**config.mk**
```make
export PLATFORM = sky130hd
export DESIGN_NAME = aging_page_replacement_unit
export DESIGN_NICKNAME = d
export VERILOG_FILES = /design/src/hdl/apru_pkg.sv /design/src/hdl/apru_ctrl.sv /design/src/hdl/apru_dp.sv /design/src/hdl/aging_page_replacement_unit.sv
export SDC_FILE = /design/constraint.sdc
export NUM_CORES = 1
export LEC_CHECK = 0
export ABC_AREA = 1
export BUFFER_PORTS_ARGS = -buffer_cell sky130_fd_sc_hd__buf_4
export CAP_MARGIN = 15
export CORE_MARGIN = 3
export CORE_UTILIZATION = 55
export DETAILED_ROUTE_END_ITERATION = 10
export PLACE_DENSITY_LB_ADDON = 0.12
export SKIP_CTS_REPAIR_TIMING = 1
export SLEW_MARGIN = 20
export SYNTH_ARGS = -nofsm -noshare
export SYNTH_HDL_FRONTEND = slang
export SYNTH_SLANG_ARGS = --single-unit
```
**constraint.sdc**
```tcl
create_clock -name aclk -period 4.05 [get_ports aclk]
set_clock_uncertainty 0.2 [all_clocks]
set_input_delay 0.405 -clock aclk [delete_from_list [all_inputs] [get_ports aclk]]
set_output_delay 0.405 -clock aclk [all_outputs]
set_load 0.005 [all_outputs]
```
**src/hdl/apru_pkg.sv**
```systemverilog
package apru_pkg;

    // Widths of the stream fields and of the age counters, and the age counter's top bit
    localparam int TS_W    = 16;
    localparam int PG_W    = 16;
    localparam int SLOT_W  = 3;
    localparam int AGE_W   = 8;
    localparam int AGE_TOP = 7;

    // Packed stream widths, rounded up to whole bytes
    localparam int S_DATA_W = 32;
    localparam int M_DATA_W = 24;

    // Controller states
    typedef enum logic [1:0] {
        ST_IDLE,
        ST_SCAN,
        ST_DRAIN,
        ST_WRITE
    } state_t;

    // Commands from the controller to the datapath
    typedef struct packed {
        logic load;
        logic rd_en;
        logic commit;
    } cmd_t;

endpackage

```
**src/hdl/apru_ctrl.sv**
```systemverilog
module apru_ctrl
    import apru_pkg::*;
#(
    parameter int FRAMES = 8,
    parameter int IDX_W  = 3
) (
    input  logic             aclk,
    input  logic             aresetn,
    input  logic             s_tvalid,
    output logic             s_tready,
    output logic             m_tvalid,
    input  logic             m_tready,
    output cmd_t             cmd,
    output logic [IDX_W-1:0] rd_addr
);

    localparam logic [IDX_W-1:0] LastIdx = IDX_W'(FRAMES - 1);

    state_t           state_reg, state_next;
    logic [IDX_W-1:0] idx_reg, idx_next;
    logic             out_full_reg, out_full_next;

    // State and counter registers
    always_ff @(posedge aclk) begin
        if (!aresetn) begin
            state_reg    <= ST_IDLE;
            idx_reg      <= '0;
            out_full_reg <= 1'b0;
        end else begin
            state_reg    <= state_next;
            idx_reg      <= idx_next;
            out_full_reg <= out_full_next;
        end
    end

    // Next state
    always_comb begin
        state_next = state_reg;
        case (state_reg)
            ST_IDLE: begin
                if (s_tvalid) state_next = ST_SCAN;
            end
            ST_SCAN: begin
                if (idx_reg == LastIdx) state_next = ST_DRAIN;
            end
            ST_DRAIN: begin
                state_next = ST_WRITE;
            end
            ST_WRITE: begin
                if (!out_full_reg || m_tready) state_next = ST_IDLE;
            end
            default: state_next = ST_IDLE;
        endcase
    end

    // Outputs, scan counter and result register occupancy
    always_comb begin
        cmd      = '0;
        s_tready = 1'b0;
        idx_next = idx_reg;
        case (state_reg)
            ST_IDLE: begin
                s_tready = 1'b1;
                cmd.load = s_tvalid;
                idx_next = '0;
            end
            ST_SCAN: begin
                cmd.rd_en = 1'b1;
                idx_next  = idx_reg + IDX_W'(1);
            end
            ST_WRITE: begin
                cmd.commit = !out_full_reg || m_tready;
            end
            default: begin
                cmd = '0;
            end
        endcase
        rd_addr       = idx_reg;
        m_tvalid      = out_full_reg;
        out_full_next = cmd.commit || (out_full_reg && !m_tready);
    end

endmodule

```
**src/hdl/apru_dp.sv**
```systemverilog
module apru_dp
    import apru_pkg::*;
#(
    parameter int FRAMES    = 8,
    parameter int PAGE_BITS = 16,
    parameter int IDX_W     = 3,
    parameter int CNT_W     = 4
) (
    input  logic                aclk,
    input  logic                aresetn,
    input  cmd_t                cmd,
    input  logic [IDX_W-1:0]    rd_addr,
    input  logic [S_DATA_W-1:0] s_tdata,
    output logic [M_DATA_W-1:0] m_tdata,
    output logic                full
);

    localparam logic [AGE_W-1:0] AgeMark = AGE_W'(1) << AGE_TOP;

    // Frame store: one read and one write port each
    logic [PAGE_BITS-1:0] page_mem [FRAMES];
    logic [AGE_W-1:0]     age_mem  [FRAMES];

    logic [TS_W-1:0]      last_time_reg;
    logic [CNT_W-1:0]     used_reg;
    logic                 tick_reg;
    logic [PAGE_BITS-1:0] cur_page_reg;

    logic                 proc_vld_reg;
    logic [IDX_W-1:0]     proc_idx_reg;
    logic [PAGE_BITS-1:0] rd_page_reg;
    logic [AGE_W-1:0]     rd_age_reg;

    logic                 hit_reg;
    logic [IDX_W-1:0]     hit_idx_reg;
    logic [AGE_W-1:0]     hit_age_reg;
    logic [IDX_W-1:0]     min_idx_reg;
    logic [AGE_W-1:0]     min_age_reg;
    logic [PAGE_BITS-1:0] min_page_reg;

    logic                 out_hit_reg;
    logic [SLOT_W-1:0]    out_slot_reg;
    logic [PG_W-1:0]      out_evict_reg;

    logic [TS_W-1:0]      in_ts;
    logic [PAGE_BITS-1:0] in_page;
    logic [AGE_W-1:0]     age_sh;
    logic                 proc_in_use;
    logic                 better;
    logic [IDX_W-1:0]     slot;
    logic [AGE_W-1:0]     age_new;
    logic [31:0]          slot_wide;

    assign in_ts   = s_tdata[TS_W-1:0];
    assign in_page = PAGE_BITS'(s_tdata[TS_W +: PG_W]);
    assign full    = (used_reg == CNT_W'(FRAMES));

    // Scanned entry: apply the aging shift when this access starts a new tick
    always_comb begin
        age_sh      = tick_reg ? (rd_age_reg >> 1) : rd_age_reg;
        proc_in_use = (CNT_W'(proc_idx_reg) < used_reg);
        better      = (proc_idx_reg == '0) || (age_sh < min_age_reg) ||
                      ((age_sh == min_age_reg) && (rd_page_reg < min_page_reg));
    end

    // Frame chosen for this access and its new age
    always_comb begin
        if (hit_reg) begin
            slot    = hit_idx_reg;
            age_new = hit_age_reg | AgeMark;
        end else if (!full) begin
            slot    = IDX_W'(used_reg);
            age_new = AgeMark;
        end else begin
            slot    = min_idx_reg;
            age_new = AgeMark;
        end
        slot_wide = 32'(slot);
    end

    // Memory read, registered
    always_ff @(posedge aclk) begin
        if (cmd.rd_en) begin
            rd_page_reg <= page_mem[rd_addr];
            rd_age_reg  <= age_mem[rd_addr];
        end
        proc_idx_reg <= rd_addr;
    end

    // Memory writes: aging write-back during the scan, frame update at commit
    always_ff @(posedge aclk) begin
        if (cmd.commit) begin
            age_mem[slot] <= age_new;
            if (!hit_reg) page_mem[slot] <= cur_page_reg;
        end else if (proc_vld_reg && proc_in_use) begin
            age_mem[proc_idx_reg] <= age_sh;
        end
    end

    // Control state of the datapath
    always_ff @(posedge aclk) begin
        if (!aresetn) begin
            last_time_reg <= '0;
            used_reg      <= '0;
            proc_vld_reg  <= 1'b0;
            hit_reg       <= 1'b0;
        end else begin
            proc_vld_reg <= cmd.rd_en;
            if (cmd.load) begin
                last_time_reg <= in_ts;
                hit_reg       <= 1'b0;
            end else if (proc_vld_reg && proc_in_use && !hit_reg &&
                         (rd_page_reg == cur_page_reg)) begin
                hit_reg <= 1'b1;
            end
            if (cmd.commit && !hit_reg && !full) used_reg <= used_reg + CNT_W'(1);
        end
    end

    // Item capture, hit and victim trackers
    always_ff @(posedge aclk) begin
        if (cmd.load) begin
            tick_reg     <= (in_ts != last_time_reg);
            cur_page_reg <= in_page;
        end
        if (proc_vld_reg && proc_in_use && !hit_reg && (rd_page_reg == cur_page_reg)) begin
            hit_idx_reg <= proc_idx_reg;
            hit_age_reg <= age_sh;
        end
        if (proc_vld_reg && better) begin
            min_idx_reg  <= proc_idx_reg;
            min_age_reg  <= age_sh;
            min_page_reg <= rd_page_reg;
        end
    end

    // Result register
    always_ff @(posedge aclk) begin
        if (cmd.commit) begin
            out_hit_reg   <= hit_reg;
            out_slot_reg  <= slot_wide[SLOT_W-1:0];
            out_evict_reg <= (!hit_reg && full) ? PG_W'(min_page_reg) : '0;
        end
    end

    assign m_tdata = {{(M_DATA_W - 1 - SLOT_W - PG_W){1'b0}},
                      out_evict_reg, out_slot_reg, out_hit_reg};

endmodule

```
**src/hdl/aging_page_replacement_unit.sv**
```systemverilog
// Aging page replacement unit over FRAMES frames with 8-bit age counters.
// After an item is accepted, the controller scans every frame, passes through a drain state
// and writes the result register, waiting while the previous result is still untaken. No new
// item is accepted before that write; the scan reads one frame per cycle from the frame store
// for the hit check, aging and victim search.
// Reset (aresetn low, synchronous) empties all frames and clears the last time stamp.
module aging_page_replacement_unit
    import apru_pkg::*;
#(
    parameter int FRAMES    = 8,
    parameter int PAGE_BITS = 16
) (
    input  logic                aclk,
    input  logic                aresetn,
    input  logic                s_tvalid,
    output logic                s_tready,
    input  logic [S_DATA_W-1:0] s_tdata,  // time_stamp[15:0], page[31:16]
    output logic                m_tvalid,
    input  logic                m_tready,
    output logic [M_DATA_W-1:0] m_tdata   // hit[0], frame_slot[3:1], evicted_page[19:4]
);

    localparam int IDX_W = (FRAMES > 1) ? $clog2(FRAMES) : 1;
    localparam int CNT_W = $clog2(FRAMES + 1);

    cmd_t             cmd;
    logic [IDX_W-1:0] rd_addr;
    logic             full;

    apru_ctrl #(
        .FRAMES (FRAMES),
        .IDX_W  (IDX_W)
    ) u_ctrl (
        .aclk     (aclk),
        .aresetn  (aresetn),
        .s_tvalid (s_tvalid),
        .s_tready (s_tready),
        .m_tvalid (m_tvalid),
        .m_tready (m_tready),
        .cmd      (cmd),
        .rd_addr  (rd_addr)
    );

    apru_dp #(
        .FRAMES    (FRAMES),
        .PAGE_BITS (PAGE_BITS),
        .IDX_W     (IDX_W),
        .CNT_W     (CNT_W)
    ) u_dp (
        .aclk    (aclk),
        .aresetn (aresetn),
        .cmd     (cmd),
        .rd_addr (rd_addr),
        .s_tdata (s_tdata),
        .m_tdata (m_tdata),
        .full    (full)
    );

    // A hit never reports an evicted page.
    a_hit_no_evict: assert property (@(posedge aclk) disable iff (!aresetn)
        (m_tvalid && m_tdata[0]) |-> (m_tdata[19:4] == '0))
        else $error("hit result carries an evicted page");

    // A page is only evicted once every frame is in use.
    a_evict_full: assert property (@(posedge aclk) disable iff (!aresetn)
        (m_tvalid && (m_tdata[19:4] != '0)) |-> full)
        else $error("eviction reported while a frame is free");

    // An accepted item keeps the input closed for the following cycle.
    a_busy_after_accept: assert property (@(posedge aclk) disable iff (!aresetn)
        (s_tvalid && s_tready) |=> !s_tready)
        else $error("input reopened straight after an accepted item");

endmodule

```
==> impl_metrics.tcl <==
set metrics [dict create \
    netlist_area_sq_um 13400 \
    wirelength_um 28100 \
    synth_seq_cells 321 \
    antenna_found_initial 0 \
    drt_iter0_drc 808 \
    hp-start "s_tdata[3]" \
    rsz0062_at_grt "no" \
    p_per_area_nw_per_um2 603 \
    nNetsFinal 1290 \
    fin_crit_sh 0.759 \
    largest_reg_flops 128 \
    wire_per_inst_um 18.0 \
    relSlewSlack 0.349 \
    num_antenna_cells 0 \
    hold_viol_final 13 \
    syn_area_per_cell_sq_um 11.8 \
    via_per_inst 5.53 \
    worst_setup_path_start_kind "register" \
    io_pins 62 \
    path_class "reg -> reg" \
    area_growth_pct 14.9 \
    max_cap_violations 0 \
    vias 8647 \
    numCtsBuffers 34 \
    crit_path_start "u_dp.tick_reg$_DFFE_PP_" \
    tns_ns 0 \
    setup_violations 0 \
    synth-main-ff-cell "edfxtp_1" \
    yosys.cell_types.count 43 \
    cts-root-buf "clkbuf_16" \
    cp_slowest_stage_delay_ns 0.61 \
    gr-total-overflow 0 \
    chipHeight_um 162 \
    portBuffers 57 \
    groute.usage.overall 0.215 \
    antenna_left 0 \
    worst_setup_path_end_kind "register" \
    layout_common_cells "290 x edfxtp_1, 236 x nor2_1, 175 x nand2_1" \
    grt_max_degree 61 \
    ir_drop_uv 588 \
    cp.buffers_inverters 1 \
    layout.cells.most_common "edfxtp_1" \
    netlist_top_cells_area "edfxtp_1 65%, nor2_1 6.6%, nand2_1 4.9%, dfxtp_1 4.6%, o32ai_1 3.1%" \
    path_common_cell "nand2_1" \
    min-delay-path-class "in -> reg" \
    final_util 0.649 \
    num_rows 56 \
    path_cells "mux2_2 -> ha_1 -> nand2_1 -> a21oi_1 -> nand4_1 -> nor2_1 -> nand2_1 -> a21oi_2 -> buf_12" \
    drt-pass1-iter-count 8 \
    cts_tree "built" \
    start_util 0.565 \
    drive_gt1_frac 0.130 \
    status "finished with violations" \
    dieArea_sq_um 26300 \
    grt_pass1_vias 8046 \
    violations "hold timing" \
    synth_edf_count 290 \
    synthCells 1135 \
    post-route-min-period_ns 3.08 \
    die_width_um 162 \
    finalMaxSlewViolations 0 \
    fmax_mhz 325 \
    path_max_fanout 19 \
    leakagePower_uw 0.00594 \
    clk_latency_ns 0.51 \
    required_ns 4.06 \
    ys_warn_count 0 \
    top_register "u_dp.page_mem" \
    cts_max_level 2 \
    cp_top_family "compound AO/OA/AOI/OAI gates" \
    cts_sinks 321 \
    yosys.area.top_type "edfxtp_1" \
    routabilityCongestion 0.850 \
    holdWs_ns -0.0251 \
    yosysSeqAreaShare 0.695 \
    r2r-start "u_dp.tick_reg$_DFFE_PP_" \
    synth_top_area_frac 0.649 \
    crit_slowest_cell "edfxtp_1" \
    synthArstFlopShare 0 \
    cts_buffer_depth 3 \
    grt_pass1_wl_um 43800 \
    drc 0 \
    core_sq_um 23800 \
    dpl.hpwl_um 17500 \
    path_clk_slew_ns 0.06 \
    cp.arrival_ns 3.08 \
    max_slew.worst_pin.slew_ns 0.977 \
    top_regs "u_dp.page_mem: 128 flops, u_dp.age_mem: 64 flops" \
]
cell usage after synthesis (3+ instances only):
cell and count:
a21oi_1 20, buf_1 3, clkbuf_1 24, nor3_1 7, or2_2 3, nand3_1 18, nor4_1 4, dfxtp_1 31
nand4_1 6, xor2_1 7, edfxtp_1 290, o21ai_2 4, xnor2_1 10, inv_1 74, ha_1 33, nand2_1 175
o32ai_1 48, o21ai_0 78, buf_2 9, buf_4 12, nor2_1 236, nand2_2 12, inv_2 6
path summary, 6_finish.rpt:
| check | to | slack, ns | depth (start not counted) |
|---|---|---|---|
| max reg2reg | u_dp.min_page_reg[14]$_DFFE_PP_ | 0.97 | 9 |
| min | u_dp.last_time_reg[3]$_SDFFE_PN0P_ | -0.03 | 3 |
| max | u_dp.min_page_reg[14]$_DFFE_PP_ | 0.97 | 9 |
| min reg2reg | u_dp.last_time_reg[14]$_SDFFE_PN0P_ | 0.30 | 2 |
cell families (layout without fill, tap and decap cells):
family,Yosys count,after routing,synth area share
AO/OA/AOI/OAI,161,161,0.0775
XOR/XNOR,17,17,0.0111
adder cells (fa/ha/maj),33,33,0.0308
buffers and inverters,132,239,0.0426
flip-flops,321,321,0.695
multiplexers,1,1,0.000839
other,1,4,0.000279
AND/OR/NAND/NOR,469,469,0.142
per-layer routing:
metal  vias up  wire (um)  GRT usage
met2       276      12600      0.326
met5         -          0          0
li1       4132          -          -
met3        53       1790     0.0334
met1      4186      13000      0.324
met4         0        715     0.0663
tightest hold or removal path: stages:
cell     delay (ns)
buf_4          0.09
o21ai_0        0.07
nor2_1         0.07
through the flow:
step                      hold slack, ns  setup slack, ns  instances  power (uW)  area (sq um)
after floorplan                    0.150            0.492       1138        5770         13400
after global placement             0.284            0.969       1487        6310         14200
after detailed placement           0.291            0.980       1487        6370         14200
after CTS                         -0.144            0.967       1547        9330         15200
after global routing             0.00296            0.773       1564        9780         15400
final                            -0.0251            0.974       1564        9290         15400
layout make-up:
cell class	instances	area (sq um)
repair buffers	97	783
well taps	319	399
clock inverters	15	146
flip-flops and latches	321	9330
clock buffers	45	913
inverters	82	313
fillers	1743	8330
multi-input cells	685	3530
power by group:
| group | internal (uW) | leakage (uW) | switching [uW] |
|---|---|---|---|
| Combinational | 666 | 0.00245 | 1250 |
| Clock | 1780 | 0.000519 | 1190 |
| Sequential | 4130 | 0.00298 | 276 |
Note: power is estimated with default switching activity, not from simulation.
